$ cat config.mk
export PLATFORM = sky130hd
export DESIGN_NAME = windowed_latency_percentile_monitor_core
export DESIGN_NICKNAME = d
export VERILOG_FILES = /design/src/design/wlpm_pkg.sv /design/src/design/wlpm_ring_mem.sv /design/src/design/wlpm_select.sv /design/src/design/windowed_latency_percentile_monitor_core.sv
export SDC_FILE = /design/constraint.sdc
export NUM_CORES = 2
export LEC_CHECK = 0
export BUFFER_PORTS_ARGS = -buffer_cell sky130_fd_sc_hd__buf_4
export CAP_MARGIN = 5
export CORE_MARGIN = 2
export CORE_UTILIZATION = 44
export CTS_CLUSTER_SIZE = 20
export DETAILED_ROUTE_END_ITERATION = 6
export HOLD_SLACK_MARGIN = 0.03
export SLEW_MARGIN = 20
export SYNTH_ARGS = -nofsm -noshare
export SYNTH_HDL_FRONTEND = slang
export SYNTH_SLANG_ARGS = --single-unit
$ cat constraint.sdc
create_clock -name clk_i -period 15 [get_ports clk_i]
set_input_delay 1.5 -clock clk_i [delete_from_list [all_inputs] [get_ports clk_i]]
set_output_delay 1.5 -clock clk_i [all_outputs]
set_load 0.1 [all_outputs]
$ cat src/design/wlpm_pkg.sv
`timescale 1ns / 1ps

package wlpm_pkg;

  // Field widths
  localparam int unsigned SAMPLE_W = 20;
  localparam int unsigned LATE_W   = 32;

  // One summary after every SUMMARY_EVERY samples
  localparam int unsigned SUMMARY_EVERY = 16;
  localparam int unsigned PHASE_W       = 4;
  localparam logic [PHASE_W-1:0] PHASE_LAST = PHASE_W'(SUMMARY_EVERY - 1);

  // p99 rank: k = m - floor((m + P99_BIAS) / P99_DIV), m = n - 1
  localparam int unsigned P99_DIV  = 100;
  localparam int unsigned P99_BIAS = 49;

  // Order statistics handed from the selector to the top level
  typedef struct packed {
    logic [SAMPLE_W-1:0] median;
    logic [SAMPLE_W-1:0] p99;
    logic [SAMPLE_W-1:0] max;
  } wlpm_stats_t;

endpackage

$ cat src/design/wlpm_ring_mem.sv
`timescale 1ns / 1ps

module wlpm_ring_mem
  import wlpm_pkg::*;
#(
  parameter int unsigned DEPTH = 64,
  parameter int unsigned AW    = 6
) (
  input  logic                clk_i,
  input  logic                we_i,
  input  logic [AW-1:0]       waddr_i,
  input  logic [SAMPLE_W-1:0] wdata_i,
  input  logic [AW-1:0]       raddr_i,
  output logic [SAMPLE_W-1:0] rdata_o
);

  logic [SAMPLE_W-1:0] mem_q [DEPTH];
  logic [SAMPLE_W-1:0] rdata_q;

  // Sample store, one write and one registered read per cycle
  always_ff @(posedge clk_i) begin
    if (we_i) begin
      mem_q[waddr_i] <= wdata_i;
    end
    rdata_q <= mem_q[raddr_i];
  end

  assign rdata_o = rdata_q;

endmodule

$ cat src/design/wlpm_select.sv
`timescale 1ns / 1ps

module wlpm_select
  import wlpm_pkg::*;
#(
  parameter int unsigned WINDOW = 64,
  parameter int unsigned AW     = 6,
  parameter int unsigned CW     = 7
) (
  input  logic                clk_i,
  input  logic                rst_ni,
  input  logic                start_i,
  input  logic [CW-1:0]       fill_i,
  input  logic                ack_i,
  output logic                done_o,
  output wlpm_stats_t         stats_o,
  output logic [AW-1:0]       raddr_o,
  input  logic [SAMPLE_W-1:0] rdata_i
);

  localparam int unsigned RW = $clog2(WINDOW + P99_BIAS + 1);

  localparam logic [2:0] S_IDLE = 3'd0;
  localparam logic [2:0] S_RANK = 3'd1;
  localparam logic [2:0] S_CAND = 3'd2;
  localparam logic [2:0] S_SCAN = 3'd3;
  localparam logic [2:0] S_TAIL = 3'd4;
  localparam logic [2:0] S_EVAL = 3'd5;
  localparam logic [2:0] S_DONE = 3'd6;

  logic [2:0]          state_q, state_d;
  logic [CW-1:0]       n_q, n_d;
  logic [CW-1:0]       k50_q, k50_d;
  logic [CW-1:0]       k99_q, k99_d;
  logic [RW-1:0]       rem_q, rem_d;
  logic [AW-1:0]       cand_idx_q, cand_idx_d;
  logic [AW-1:0]       scan_idx_q, scan_idx_d;
  logic [CW-1:0]       lt_q, lt_d;
  logic [CW-1:0]       eq_q, eq_d;
  logic                cmp_vld_q, cmp_vld_d;
  logic                cand_ld_q, cand_ld_d;
  logic [SAMPLE_W-1:0] cand_val_q;
  logic [SAMPLE_W-1:0] med_q, p99_q, max_q;

  logic [CW-1:0] n_last;
  logic [CW-1:0] lt_eq;
  logic          scan_last, cand_last;
  logic          hit50, hit99, hitmax;

  assign n_last    = n_q - CW'(1);
  assign scan_last = (CW'(scan_idx_q) == n_last);
  assign cand_last = (CW'(cand_idx_q) == n_last);
  assign lt_eq     = lt_q + eq_q;

  // Candidate holds rank k when k lies in [lt, lt + eq)
  assign hit50  = (lt_q <= k50_q) && (k50_q < lt_eq);
  assign hit99  = (lt_q <= k99_q) && (k99_q < lt_eq);
  assign hitmax = (lt_q <= n_last) && (n_last < lt_eq);

  // Sequencer: rank set-up, then one full scan of the filled entries per candidate
  always_comb begin
    state_d    = state_q;
    n_d        = n_q;
    k50_d      = k50_q;
    k99_d      = k99_q;
    rem_d      = rem_q;
    cand_idx_d = cand_idx_q;
    scan_idx_d = scan_idx_q;
    lt_d       = lt_q;
    eq_d       = eq_q;
    cmp_vld_d  = 1'b0;
    cand_ld_d  = 1'b0;
    raddr_o    = scan_idx_q;

    // accumulate compare results as the scan data returns
    if (cmp_vld_q) begin
      if (rdata_i < cand_val_q) begin
        lt_d = lt_q + CW'(1);
      end else if (rdata_i == cand_val_q) begin
        eq_d = eq_q + CW'(1);
      end
    end

    unique case (state_q)
      S_IDLE: begin
        if (start_i) begin
          n_d     = fill_i;
          k50_d   = fill_i >> 1;
          k99_d   = fill_i - CW'(1);
          rem_d   = RW'(fill_i) - RW'(1) + RW'(P99_BIAS);
          state_d = S_RANK;
        end
      end
      S_RANK: begin
        // short repeated subtraction for the p99 rank correction
        if (rem_q >= RW'(P99_DIV)) begin
          rem_d = rem_q - RW'(P99_DIV);
          k99_d = k99_q - CW'(1);
        end else begin
          cand_idx_d = '0;
          state_d    = S_CAND;
        end
      end
      S_CAND: begin
        raddr_o    = cand_idx_q;
        cand_ld_d  = 1'b1;
        scan_idx_d = '0;
        lt_d       = '0;
        eq_d       = '0;
        state_d    = S_SCAN;
      end
      S_SCAN: begin
        raddr_o   = scan_idx_q;
        cmp_vld_d = 1'b1;
        if (scan_last) begin
          state_d = S_TAIL;
        end else begin
          scan_idx_d = scan_idx_q + AW'(1);
        end
      end
      S_TAIL: begin
        state_d = S_EVAL;
      end
      S_EVAL: begin
        if (cand_last) begin
          state_d = S_DONE;
        end else begin
          // fetch the next candidate straight away
          cand_idx_d = cand_idx_q + AW'(1);
          raddr_o    = cand_idx_q + AW'(1);
          cand_ld_d  = 1'b1;
          scan_idx_d = '0;
          lt_d       = '0;
          eq_d       = '0;
          state_d    = S_SCAN;
        end
      end
      S_DONE: begin
        if (ack_i) begin
          state_d = S_IDLE;
        end
      end
      default: begin
        state_d = S_IDLE;
      end
    endcase
  end

  always_ff @(posedge clk_i or negedge rst_ni) begin
    if (!rst_ni) begin
      state_q    <= S_IDLE;
      n_q        <= '0;
      k50_q      <= '0;
      k99_q      <= '0;
      rem_q      <= '0;
      cand_idx_q <= '0;
      scan_idx_q <= '0;
      lt_q       <= '0;
      eq_q       <= '0;
      cmp_vld_q  <= 1'b0;
      cand_ld_q  <= 1'b0;
    end else begin
      state_q    <= state_d;
      n_q        <= n_d;
      k50_q      <= k50_d;
      k99_q      <= k99_d;
      rem_q      <= rem_d;
      cand_idx_q <= cand_idx_d;
      scan_idx_q <= scan_idx_d;
      lt_q       <= lt_d;
      eq_q       <= eq_d;
      cmp_vld_q  <= cmp_vld_d;
      cand_ld_q  <= cand_ld_d;
    end
  end

  // Candidate capture and result registers
  always_ff @(posedge clk_i) begin
    if (cand_ld_q) begin
      cand_val_q <= rdata_i;
    end
    if (state_q == S_EVAL) begin
      if (hit50) begin
        med_q <= cand_val_q;
      end
      if (hit99) begin
        p99_q <= cand_val_q;
      end
      if (hitmax) begin
        max_q <= cand_val_q;
      end
    end
  end

  assign done_o         = (state_q == S_DONE);
  assign stats_o.median = med_q;
  assign stats_o.p99    = p99_q;
  assign stats_o.max    = max_q;

  // A candidate always matches itself, so a finished scan saw at least one equal
  a_self_match: assert property (@(posedge clk_i) disable iff (!rst_ni)
    state_q == S_EVAL |-> (eq_q != '0) && (lt_eq <= n_q))
    else $error("scan count mismatch for candidate");

  // Ranks are in range and ordered once set up
  a_rank_order: assert property (@(posedge clk_i) disable iff (!rst_ni)
    state_q == S_CAND |-> (k99_q < n_q) && (k50_q <= k99_q))
    else $error("order statistic ranks out of range");

  // Finished statistics are ordered
  a_stats_order: assert property (@(posedge clk_i) disable iff (!rst_ni)
    done_o |-> (max_q >= p99_q) && (p99_q >= med_q))
    else $error("statistics out of order");

  // Compare data only follows a scan read
  a_cmp_follows: assert property (@(posedge clk_i) disable iff (!rst_ni)
    cmp_vld_q |-> $past(state_q) == S_SCAN)
    else $error("compare without scan read");

endmodule

$ cat src/design/windowed_latency_percentile_monitor_core.sv
`timescale 1ns / 1ps
// Channel | Direction | Handshake              | Payload
// in      | input     | in_valid_i/in_ready_o   | latency_us_i, frame_period_us_i
// out     | output    | out_valid_o/out_ready_i | median_us_o, p99_us_o, max_us_o, late_total_o
//
// A request without a summary leaves in_ready_o high.
// Every 16th request starts a rank scan over n filled entries (n <= WINDOW); each
// candidate is compared against every entry through the single read port of the
// sample memory. in_ready_o is low meanwhile.
// The result register holds a summary while the next 15 requests are taken; a
// further summary waits in the selector until out_ready_i frees the register.
// Reset clears counters and control; the sample memory is not cleared.

module windowed_latency_percentile_monitor_core
  import wlpm_pkg::*;
#(
  parameter int unsigned WINDOW = 64
) (
  input  logic                clk_i,
  input  logic                rst_ni,
  input  logic                in_valid_i,
  output logic                in_ready_o,
  input  logic [SAMPLE_W-1:0] latency_us_i,
  input  logic [SAMPLE_W-1:0] frame_period_us_i,
  output logic                out_valid_o,
  input  logic                out_ready_i,
  output logic [SAMPLE_W-1:0] median_us_o,
  output logic [SAMPLE_W-1:0] p99_us_o,
  output logic [SAMPLE_W-1:0] max_us_o,
  output logic [LATE_W-1:0]   late_total_o
);

  localparam int unsigned AW = $clog2(WINDOW);
  localparam int unsigned CW = $clog2(WINDOW + 1);

  logic [AW-1:0]      slot_q, slot_d;
  logic [CW-1:0]      fill_q, fill_d;
  logic [PHASE_W-1:0] phase_q, phase_d;
  logic [LATE_W-1:0]  late_q, late_d;
  logic               busy_q, busy_d;
  logic               out_valid_q, out_valid_d;

  logic [SAMPLE_W-1:0] med_q, p99_q, max_q;
  logic [LATE_W-1:0]   late_out_q;

  logic                acc, is_late, start, out_free, load;
  logic                sel_done;
  wlpm_stats_t         sel_stats;
  logic [AW-1:0]       raddr;
  logic [SAMPLE_W-1:0] rdata;

  assign in_ready_o = !busy_q;
  assign acc        = in_valid_i && in_ready_o;
  assign is_late    = (frame_period_us_i != '0) && (latency_us_i > frame_period_us_i);
  assign start      = acc && (phase_q == PHASE_LAST);
  assign out_free   = !out_valid_q || out_ready_i;
  assign load       = sel_done && out_free;

  // Ring pointer, fill level, summary phase, late count, busy flag and output valid
  always_comb begin
    slot_d      = slot_q;
    fill_d      = fill_q;
    phase_d     = phase_q;
    late_d      = late_q;
    busy_d      = busy_q;
    out_valid_d = out_valid_q;
    if (acc) begin
      slot_d  = (slot_q == AW'(WINDOW - 1)) ? '0 : slot_q + AW'(1);
      fill_d  = (fill_q < CW'(WINDOW)) ? fill_q + CW'(1) : fill_q;
      phase_d = phase_q + PHASE_W'(1);
      if (is_late) begin
        late_d = late_q + LATE_W'(1);
      end
    end
    if (start) begin
      busy_d = 1'b1;
    end else if (load) begin
      busy_d = 1'b0;
    end
    if (load) begin
      out_valid_d = 1'b1;
    end else if (out_ready_i) begin
      out_valid_d = 1'b0;
    end
  end

  always_ff @(posedge clk_i or negedge rst_ni) begin
    if (!rst_ni) begin
      slot_q      <= '0;
      fill_q      <= '0;
      phase_q     <= '0;
      late_q      <= '0;
      busy_q      <= 1'b0;
      out_valid_q <= 1'b0;
    end else begin
      slot_q      <= slot_d;
      fill_q      <= fill_d;
      phase_q     <= phase_d;
      late_q      <= late_d;
      busy_q      <= busy_d;
      out_valid_q <= out_valid_d;
    end
  end

  // Result register; late count is stable while a scan runs
  always_ff @(posedge clk_i) begin
    if (load) begin
      med_q      <= sel_stats.median;
      p99_q      <= sel_stats.p99;
      max_q      <= sel_stats.max;
      late_out_q <= late_q;
    end
  end

  wlpm_ring_mem #(
    .DEPTH (WINDOW),
    .AW    (AW)
  ) u_ring (
    .clk_i   (clk_i),
    .we_i    (acc),
    .waddr_i (slot_q),
    .wdata_i (latency_us_i),
    .raddr_i (raddr),
    .rdata_o (rdata)
  );

  wlpm_select #(
    .WINDOW (WINDOW),
    .AW     (AW),
    .CW     (CW)
  ) u_select (
    .clk_i   (clk_i),
    .rst_ni  (rst_ni),
    .start_i (start),
    .fill_i  (fill_d),
    .ack_i   (load),
    .done_o  (sel_done),
    .stats_o (sel_stats),
    .raddr_o (raddr),
    .rdata_i (rdata)
  );

  assign out_valid_o  = out_valid_q;
  assign median_us_o  = med_q;
  assign p99_us_o     = p99_q;
  assign max_us_o     = max_q;
  assign late_total_o = late_out_q;

endmodule
==> impl_metrics.yaml <==
status:
  status: "finished, final reports clean"
clock_tree:
  ctsResizeCount: 0
  ctsHoldBuffers: 0
  cts_sinks: 1575
  cts_tree: "yes"
  root_buffer: "clkbuf_16"
  numCtsBuffers: 158
  cts_setup_buffers: 0
  clockBufferDepth: 3
  insertion_delay_ps: 800
  clk_pin_slew_ps: 60
  h-tree-depth: 4
critical_path:
  start_kind: "flop"
  path_class: "reg -> reg"
  worstPathRequired_ps: 15670
  crit_arrival_ps: 7370
  crit_fanout: 145
  end_kind: "flop"
floorplan:
  num_io_pins: 138
  core-area_mm2: 0.144
  std_cell_rows: 139
  die-area_mm2: 0.148
  die_w_um: 385
  start_util_pct: 44.4
  chipHeight_um: 385
placement:
  placed_area_mm2: 0.0673
  dp_slack_ps: 8370
  io_buffers: 137
  place_congestion: 0.859
  hpwl_mm: 106
logic_synthesis:
  ys_seq_elements: 1575
  avgSynthCellArea_um2: 13.3
  synth-warning-count: 0
  muxShareOfSynthArea_pct: 0.428
  synthCells: 4813
  synth_top_area_share_pct: 68.1
  synth_enable_flop_cells: 1452
  synth_xor_area_share_pct: 1.26
  synth_cell_types: 73
  synth_area_leaders: "edfxtp_1 (68%), nand2_1 (5.8%), nand3_1 (4.3%)"
  yosysMostFrequentCell: "edfxtp_1"
  yosys.area.top_type: "edfxtp_1"
  seq_area_frac_synth_pct: 72.8
  synth_async_sr_flop_share_pct: 6.54
  synth-adder-area-share_pct: 1.91
  synth_ff_type: "edfxtp_1"
  synth_compound_area_share_pct: 7.05
  synth_top_family_by_area: "simple AND/OR/NAND/NOR gates"
  synthTopCellsByCount: "edfxtp_1 (1452), nand2_1 (993), nand3_1 (553)"
  synthSimpleGateAreaFrac_pct: 14.0
  syn-cell-area_mm2: 0.0640
  synth_nets: 4954
timing:
  worst_slack_ps: 8310
  skew_ps: 31.1
  min_period_ps: 6690
  max_freq_ghz: 0.149
  final_max_slew_viol_count: 0
  max_slew_margin_pct: 19.0
  hold_viol_final: 0
  rsz0062_at_grt: "false"
  fin_setup_tns_ps: 0
  setup_viol: 0
  post-route-period-util_pct: 44.6
  worstMarginPinSlew_ps: 1210
hold_path:
  hold_class: "reg -> reg"
layout:
  nets: 5038
  final_util_pct: 50.2
  drive_above_1_share_pct: 11.0
  fillers: 12378
  fin_area_mm2: 0.0723
  area_delta_synth_final_pct: 13.0
pwr:
  p_per_area_mw_per_mm2: 227
  p_leak_uw: 0.0253
  ir_drop_mv: 0.474
  finalPower_uw: 16400
global_route:
  grt_antenna_before_repair: 12
  grt_max_degree: 164
  grt.overflow.total: 0
  grt_pass1_vias: 38719
  grt_usage_pct: 24.7
  grt_pass1_wl_mm: 268
drt:
  drtIter0Drc: 4955
  wl_mm: 185
  vias: 40879
  dr.pass1.iters: 5
  drt.antenna.violating_nets: 0
  viasPerCell: 5.90
  post_drt_wl_per_cell_um: 26.7
  drc_errors: 0
flow_run:
  maxCapViolCount: 0
==> layer usage <==
layer | track usage (%) | routed length [um]
met5 | 0 | 25
met4 | 8.11 | 5400
met3 | 4.44 | 16700
met2 | 38.1 | 84500
met1 | 35.6 | 78300
==> critical path: stages (launching register included) <==
cell and delay (ps):
dfrtp_1 450, inv_1 120, ha_1 300, or3b_4 440, or3_4 350, xnor2_2 180, inv_2 90, or4b_1 710
o21ai_4 330, and2_4 670, buf_12 630, buf_4 650, mux2i_1 260, a211oi_1 90, a311oi_1 400, a31oi_1 200
a211o_1 380
==> final cells by class <==
class,count,area (um2),area share [%]
Timing Repair Buffer,229,1790,2.48
Multi-Input combinational cell,2854,16300,22.5
Clock buffer,210,4290,5.94
Inverter,79,297,0.410
Antenna cell,1,2.50,0.00346
Tap cell,1903,2380,3.29
Clock inverter,78,684,0.947
Sequential cell,1575,46600,64.4
==> stage by stage <==
stage,cells,hold WS [ps]
2_1_floorplan,4813,400
5_1_grt,6928,419
6_report,6929,411
3_3_place_gp,6640,401
3_5_place_dp,6640,405
4_1_cts,6928,410
==> sequential cells by signal (all words and copies together) (netlist names), 6 cells and up <==
register / count
u_ring.rdata_o: 20
u_select.cand_idx_q: 6
u_select.eq_q: 7
median_us_o: 20
late_q: 32
late_total_o: 32
u_select.k99_q: 7
fill_q: 7
u_select.lt_q: 7
u_select.scan_idx_q: 6
u_select.rem_q: 7
slot_q: 6
u_select.cand_val_q: 20
u_ring.mem_q: 1280
p99_us_o: 20
u_select.max_q: 20
u_select.p99_q: 20
u_select.med_q: 20
max_us_o: 20
u_select.n_q: 7
==> path summary, 6_finish.rpt <==
path                       slack, ps                from                 end  depth (start not counted)
max                             8310     u_select.n_q[0]  u_ring.rdata_o[17]                         16
min                              410  u_select.med_q[12]     median_us_o[12]                          0
max reg2reg                     8310     u_select.n_q[0]  u_ring.rdata_o[17]                         16
min reg2reg                      410  u_select.med_q[12]     median_us_o[12]                          0
max in group asynchronous      12930              rst_ni          late_q[24]                          2
min in group asynchronous        700              rst_ni   u_select.rem_q[4]                          1
==> cell families (layout without fill, tap and decap cells) <==
kind of cell / after synthesis / count (layout)
flops: 1575 / 1575
fa+ha+maj: 97 / 97
compound gates: 654 / 654
mux: 27 / 27
buf+inv: 384 / 596
simple gates: 1985 / 1985
other cells: 0 / 1
xor+xnor: 91 / 91
==> layout by cell type (no fill, tap or decap), types with 83 or more instances in the layout <==
cell type  Yosys  routed
clkbuf_16      0     161
a211oi_1     161     161
dfrtp_1      103     103
buf_4          8     223
a31oi_1      144     143
and3_1       140     140
edfxtp_1    1452    1452
a21oi_1       84      83
nand3_1      553     553
ha_1          96      96
nand2_1      993     992
==> where the power goes <==
part	internal (uW)	switching (uW)
logic	2040	5210
registers	5100	226
clock network	2160	1680
Note: power is estimated with default switching activity, not from simulation.
